**src/rtl/itoa_pkg.sv**
```systemverilog
// Shared types and constants for the signed integer to decimal ASCII converter.
// Depends on nothing; every other file in rtl imports it.
package itoa_pkg;

	localparam int unsigned VALUE_W    = 32;
	localparam int unsigned CHAR_W     = 8;
	localparam int unsigned DIGIT_W    = 4;
	localparam int unsigned MAX_DIGITS = 10;
	localparam int unsigned DIG_IDX_W  = $clog2(MAX_DIGITS);

	// Job queue between the front and back ends.
	localparam int unsigned QDEPTH  = 2;
	localparam int unsigned QPTR_W  = $clog2(QDEPTH);
	localparam int unsigned QCNT_W  = $clog2(QDEPTH + 1);

	localparam logic [CHAR_W-1:0] CHAR_MINUS = 8'd45;
	localparam logic [CHAR_W-1:0] CHAR_ZERO  = 8'd48;

	// floor(x / 10) == (x * RECIP10) >> RECIP10_SHIFT for every 32-bit x.
	localparam logic [32:0] RECIP10       = 33'h0CCCCCCCD;
	localparam int unsigned RECIP10_SHIFT = 35;

	typedef logic [DIGIT_W-1:0] digit_t;

	// One classified number waiting for conversion.
	typedef struct packed {
		logic               neg;
		logic [VALUE_W-1:0] mag;
	} itoa_job_t;

endpackage

```
**src/rtl/itoa_num_if.sv**
```systemverilog
// Input channel: one signed 32-bit integer per word.
// Depends on itoa_pkg.
interface itoa_num_if;
	import itoa_pkg::*;

	logic                      valid;
	logic                      ready;
	logic signed [VALUE_W-1:0] value;

	modport source (output valid, output value, input ready);
	modport sink (input valid, input value, output ready);
endinterface

```
**src/rtl/itoa_front.sv**
```systemverilog
// Front end: takes numbers, splits them into sign and magnitude, and queues them.
// Depends on itoa_pkg and itoa_num_if.
module itoa_front (
	input  logic                clk,
	input  logic                arst_n,
	itoa_num_if.sink            number,
	output logic                job_valid,
	input  logic                job_ready,
	output itoa_pkg::itoa_job_t job
);
	import itoa_pkg::*;

	itoa_job_t          fifo_q [QDEPTH];
	logic [QPTR_W-1:0]  wr_ptr_q;
	logic [QPTR_W-1:0]  rd_ptr_q;
	logic [QCNT_W-1:0]  cnt_q;
	logic               push;
	logic               pop;
	itoa_job_t          cls;

	// The magnitude of the most negative value still fits in 32 unsigned bits.
	always_comb begin
		cls.neg = number.value[VALUE_W-1];
		cls.mag = cls.neg ? (~number.value + 1'b1) : number.value;
	end

	assign number.ready = (cnt_q != QCNT_W'(QDEPTH));
	assign push         = number.valid && number.ready;
	assign job_valid    = (cnt_q != '0);
	assign pop          = job_valid && job_ready;
	assign job          = fifo_q[rd_ptr_q];

	always_ff @(posedge clk) begin
		if (push) begin
			fifo_q[wr_ptr_q] <= cls;
		end
	end

	always_ff @(posedge clk or negedge arst_n) begin
		if (!arst_n) begin
			wr_ptr_q <= '0;
			rd_ptr_q <= '0;
			cnt_q    <= '0;
		end else begin
			if (push) begin
				wr_ptr_q <= (wr_ptr_q == QPTR_W'(QDEPTH - 1)) ? '0 : wr_ptr_q + 1'b1;
			end
			if (pop) begin
				rd_ptr_q <= (rd_ptr_q == QPTR_W'(QDEPTH - 1)) ? '0 : rd_ptr_q + 1'b1;
			end
			case ({push, pop})
				2'b10:   cnt_q <= cnt_q + 1'b1;
				2'b01:   cnt_q <= cnt_q - 1'b1;
				default: cnt_q <= cnt_q;
			endcase
		end
	end

endmodule

```
**src/flat_wrapper.sv**
```systemverilog
// flat-port wrapper written by rule: the top's interface ports become plain ports
module itoa_front_flat import itoa_pkg::*;
  (clk, arst_n, job_valid, job_ready, job, number_valid, number_value, number_ready);
  itoa_num_if number_i ();
  input  logic clk;
  input  logic arst_n;
  output logic job_valid;
  input  logic job_ready;
  output itoa_pkg::itoa_job_t job;
  input wire logic [$bits(number_i.valid)-1:0] number_valid;
  input wire logic [$bits(number_i.value)-1:0] number_value;
  output wire logic [$bits(number_i.ready)-1:0] number_ready;
  assign number_i.valid = number_valid;
  assign number_i.value = number_value;
  assign number_ready = number_i.ready;
  itoa_front u_core (.clk(clk), .arst_n(arst_n), .number(number_i), .job_valid(job_valid), .job_ready(job_ready), .job(job));
endmodule
```
**config.mk**
```make
export PLATFORM = sky130hd
export DESIGN_NAME = itoa_front_flat
export DESIGN_NICKNAME = d
export VERILOG_FILES = /design/src/rtl/itoa_pkg.sv /design/src/rtl/itoa_num_if.sv /design/src/rtl/itoa_front.sv /design/src/flat_wrapper.sv
export SDC_FILE = /design/constraint.sdc
export NUM_CORES = 1
export LEC_CHECK = 0
export BUFFER_PORTS_ARGS = -buffer_cell sky130_fd_sc_hd__buf_2
export CORE_MARGIN = 2
export CORE_UTILIZATION = 44
export DETAILED_ROUTE_END_ITERATION = 7
export PLACE_DENSITY_LB_ADDON = 0.05
export SLEW_MARGIN = 20
export SYNTH_ARGS = -nofsm -noshare
export SYNTH_HDL_FRONTEND = slang
export SYNTH_SLANG_ARGS = --single-unit
```
**constraint.sdc**
```tcl
create_clock -name clk -period 3.98 [get_ports clk]
set_clock_uncertainty 0.15 [all_clocks]
set_input_delay 0.199 -clock clk [delete_from_list [all_inputs] [get_ports clk]]
set_output_delay 0.199 -clock clk [all_outputs]
set_load 0.01 [all_outputs]
```
# Word-level counts from Yosys, hierarchy flattened

Memory sizes are Yosys's and may differ from the RTL's.
Cells that the tools add are included.

Add/subtract/negate cells: 5
Equality and inequality tests: 3
Muxes and demuxes: 6
Bitwise gates (word level): 1
Reduce and logical (&&, ||, !) cells: 4

Operators by type and width:

| kind                    | count |
|---|---|
| $add A32 B1 Y32 const B | 1 |
| $mux W32                | 1 |
| $not A32 Y32            | 1 |
| $mux W1                 | 4 |
| $pmux W2 S2             | 1 |
| $reduce_bool A2 Y1      | 2 |
| $add A1 B1 Y1 const B   | 2 |
| $add A2 B1 Y2 const B   | 1 |
| $eq A2 B1 Y1 const B    | 1 |
| $eq A2 B2 Y1 const B    | 1 |
| $logic_and A1 B1 Y1     | 2 |
| $ne A2 B2 Y1 const B    | 1 |
| $sub A2 B1 Y2 const B   | 1 |

Register bits after elaboration: 4
Memory bits (writable): 66
Input bits: 36
Output and inout bits: 35
Word-level logic and storage cells: 23
Memories: 1

Memory list:

| memory        | depth | width | read ports | clocked after Yosys merged registers in | write ports | RTL line         | text |
|---|---|---|---|---|---|---|---|
| u_core.fifo_q | 2     | 33    | 1          | 0                                       | 1           | itoa_front.sv:13 | `itoa_job_t fifo_q [QDEPTH];` |

# Logic depth before layout (Yosys ltp)

Word-level depth: 4
Depth in mapped cells: 7
Mapped depth without buffers: 7

# Least setup slack after synthesis

OpenSTA, ideal clock, no wires.

Kind: reg2reg
Start: register u_core.cnt_q[0]
End: memory u_core.fifo_q[0][0] (netlist bit), enable pin
Data arrival time: 2101 ps
Required time: 3407 ps
Path slack: 1306 ps
Cell stages (with the launch flop): 4
Path buffers: 0
Period minus slack after synthesis: 2674 ps
Path through: dfrtp_1 -> nand2b_1 -> nand2_1 -> nor2_1

Cells in the longest elaborated chain, start to end: 4

RTL lines:

| what                          | RTL line           | text |
|---|---|---|
| start, declared               | itoa_front.sv:16   | `logic [QCNT_W-1:0] cnt_q;` |
| start signal, assigned        | itoa_front.sv:52   | `2'b10: cnt_q <= cnt_q + 1'b1;` |
| start signal, assigned        | itoa_front.sv:53   | `2'b01: cnt_q <= cnt_q - 1'b1;` |
| start signal, assigned        | itoa_front.sv:54   | `default: cnt_q <= cnt_q;` |
| $ne A2 B2 Y1                  | itoa_front.sv:27   | `assign number.ready = (cnt_q != QCNT_W'(QDEPTH));` |
| net number_ready              | flat_wrapper.sv:12 | `output wire logic [$bits(number_i.ready)-1:0] number_ready;` |
| $logic_and A1 B1 Y1           | itoa_front.sv:28   | `assign push = number.valid && number.ready;` |
| $mux W1                       | itoa_front.sv:34   | `if (push) begin` |
| $mux W1 (not written as such) | itoa_front.sv:35   | `fifo_q[wr_ptr_q] <= cls;` |
| end, declared                 | itoa_front.sv:13   |  |

The timed path passes the listed nets, and every way through them passes these cells.

==> summary.md <==
| Metric | Value |
|---|---|
| Status | finished, final reports clean |
| Placed cells | 378 |
| Critical Path Max Stage Delay | ~530 ps |
| RSZ-0062 raised after global routing | no |
| Synth Register Bits | 70 |
| Fin area | 0.00396 mm² |
| Total global routing overflow | 0 |
| WP data required | slightly below 4000 ps |
| # hold bufs at CTS | 2 |
| Final Hold Viols | 0 |
| Wire length of the first global-routing pass | roughly 9500 µm |
| Arrival time of the worst setup path | between 2000 and 3000 ps |
| CTS tree | yes |
| CP max FO | 8 |
| Max Clock Freq | 354 MHz |
| Port Buf Inserts | 70 |
| Initial Utilization | 0.450 |
| Initial antenna violation count | 0 |
| Post-Syn Area | 0.00325 mm² |
| Die X | between 80 and 90 µm |
| CTS Buf Count | 9 |
| Drt pass-1 iters | 4 |
| Routability congestion estimate | 0.685 |
| FILL cells | 637 |
| Number of global-route vias before repair | between 1.5k and 2k |
| Postcts setup bufs | 0 |
| Setup crit end | u_core.fifo_q[1][24]$_DFFE_PP_ |
| Routed via count | 1993 |
| Total power divided by cell area | 640 mW/mm² |
| Vias per cell | 5.03 |
| Crit path from | number_value[0] |
| CP max stage cell | dlygate4sd3_1 |
| Share of layout cells above drive strength 1 | 0.434 |
| Skew-Pair Late Insertion Delay | ~330 ps |
| Antenna Cells | 0 |
| CTS max path bufs | 2 |
| GRT Resource Usage Total | 0.154 |
| I/O pin count | 71 |
| Hold/Removal Path Class | in2async |
| CTS sink count | 70 |
| Htree depth | 3 |
| Top cell type by total area after synthesis | edfxtp_1 |
| Synth Net Count | roughly 250 |
| Dpl ws | roughly 1300 ps |
| Worst-path cell chain | dlygate4sd3_1 -> buf_2 -> inv_1 -> ha_1 -> or4b_1 -> nor4_2 -> nand4_2 -> o41ai_1 -> xnor2_1 |
| Worst hold margin | approximately 42 ps |
| Antenna Nets Post-Route | 0 |
| Yosys Warn Count | 0 |
| Finished Layout Cells | 396 |
| Area post-placement | approximately 0.0037 mm² |
| Register area share after synthesis | 0.641 |
| Leakage | 1.42 nW |
| Reg2reg path depth | 3 |
| Core ar. | 0.00721 mm² |
| Final HPWL DP | between 4000 and 5000 µm |
| Clock root cell | clkbuf_8 |
| PnR worst setup slack | 1150 ps |
| DR iter-0 viols | 81 |
| Core Util, Final | 0.549 |
| P&R area growth vs syn | 21.9% |
| Critical path class | in2reg |
| Post-cts resize count | 0 |
| CP Launch Type | input pin |
| Final wirelength | 5950 µm |
| Setup violators final | 0 |
| Synth top area cells | edfxtp_1 (61%), mux2_2 (11%), xnor2_1 (8.4%) |
| Reg clk slew, reported paths | 70 ps |
| Least-Margin Pin Slew | 991 ps |
| Post-Syn Area per Cell | around 15 µm² |
| Max-slew violation count | 0 |
| Final period util | 0.710 |
| Tot Pwr | 2.53 mW |
| R2R Path End | u_core.fifo_q[0][20]$_DFFE_PP_ |
| Yosys cell types | 33 |
| Routed wire per std cell | 15.0 µm |
| Final net count | 330 |
| Worst Setup End Kind | flip-flop |
| VDD IR max | 0.000263 V |
| Share of the synthesized area in the top cell type | 0.610 |
| Max-cap violation count | 0 |
| Crit path time final | 2830 ps |
| Setup TNS | 0 ps |
| Die area | 0.00809 mm² |
| Rel. slew slack | 0.338 |
| # rows | 31 |
| Largest net degree at the start of global routing | 34 |
| DRC | 0 |
| Worst reg2reg startpoint | u_core.cnt_q[0]$_DFFE_PN0P_ |
| DIE HEIGHT | 89.9 µm |
| Syn Inst Count | 216 |
| R2R setup slack | between 1500 and 2000 ps |
==> worst min-delay path by stage <==
stage                                     end
2_1_floorplan     u_core.cnt_q[0]$_DFFE_PN0P_
3_3_place_gp      u_core.wr_ptr_q$_DFFE_PN0P_
3_5_place_dp      u_core.cnt_q[0]$_DFFE_PN0P_
4_1_cts        u_core.fifo_q[1][31]$_DFFE_PP_
5_1_grt        u_core.fifo_q[1][31]$_DFFE_PP_
6_report          u_core.cnt_q[1]$_DFFE_PN0P_
==> layer usage <==
metal,wire length [µm],GRT usage,share of wire
met1,2650,0.200,0.45
met2,2880,0.247,0.48
met3,312,0.0360,0.052
met4,99,0.0692,0.017
met5,0,0,0
==> sequential cells by signal, summed over array words and instances (netlist names) <==
signal,count
u_core.cnt_q,2
u_core.fifo_q,66
u_core.rd_ptr_q,1
u_core.wr_ptr_q,1
==> worst max-delay path, delay by kind of cell <==
family / cells / cell delay, ps
AO/OA/AOI/OAI: 1 / 400
XOR/XNOR: 1 / 130
buffers and inverters: 3 / 730
adder cells (fa/ha/maj): 1 / 170
AND/OR/NAND/NOR: 3 / 1110
==> power by group <==
group / switching [mW] / leakage, nW / internal [mW]
logic: 0.391 / 0.650 / 0.358
clock network: 0.261 / 0.114 / 0.415
registers: 0.0815 / 0.660 / 1.03
total: 0.733 / 1.42 / 1.80
==> Yosys cell counts, drive strengths merged <==
master,instances
a41oi,1
and2,1
and3,1
buf,6
clkbuf,3
dfrtp,4
edfxtp,66
ha,2
inv,3
mux2,33
nand2,12
nand2b,3
nand3,2
nand4,2
nor2,7
nor3,2
nor4,4
o21ai,7
o31ai,9
o41ai,4
or2,1
or3,1
or4,7
or4b,1
xnor2,31
xor2,3
==> layout by cell type, fill, tap and decap left out, types with 5 or more instances in the layout <==
cell       n
edfxtp_1  66
nand2_1   12
buf_2     70
mux2_2    33
o31ai_1    9
o21ai_0    5
xnor2_1   31
nor2_1     6
clkbuf_8   9
==> layout make-up <==
type                    instances  area [µm²]  area share
flip-flops and latches         70        2080       0.526
multi-input cells             134        1120       0.283
repair buffers                 74         385      0.0973
clock buffers                  10         128      0.0322
well taps                      99         124      0.0313
clock inverters                 6         110      0.0278
inverters                       3        11.3     0.00284
==> cells by family after synthesis <==
kind of cell | count (synthesis) | synth area share
compound gates | 21 | 0.0474
xor+xnor | 34 | 0.0917
simple gates | 44 | 0.0813
flops | 70 | 0.641
buf+inv | 12 | 0.0166
mux | 33 | 0.114
fa+ha+maj | 2 | 0.00770
(Power assumes the default switching activity.)
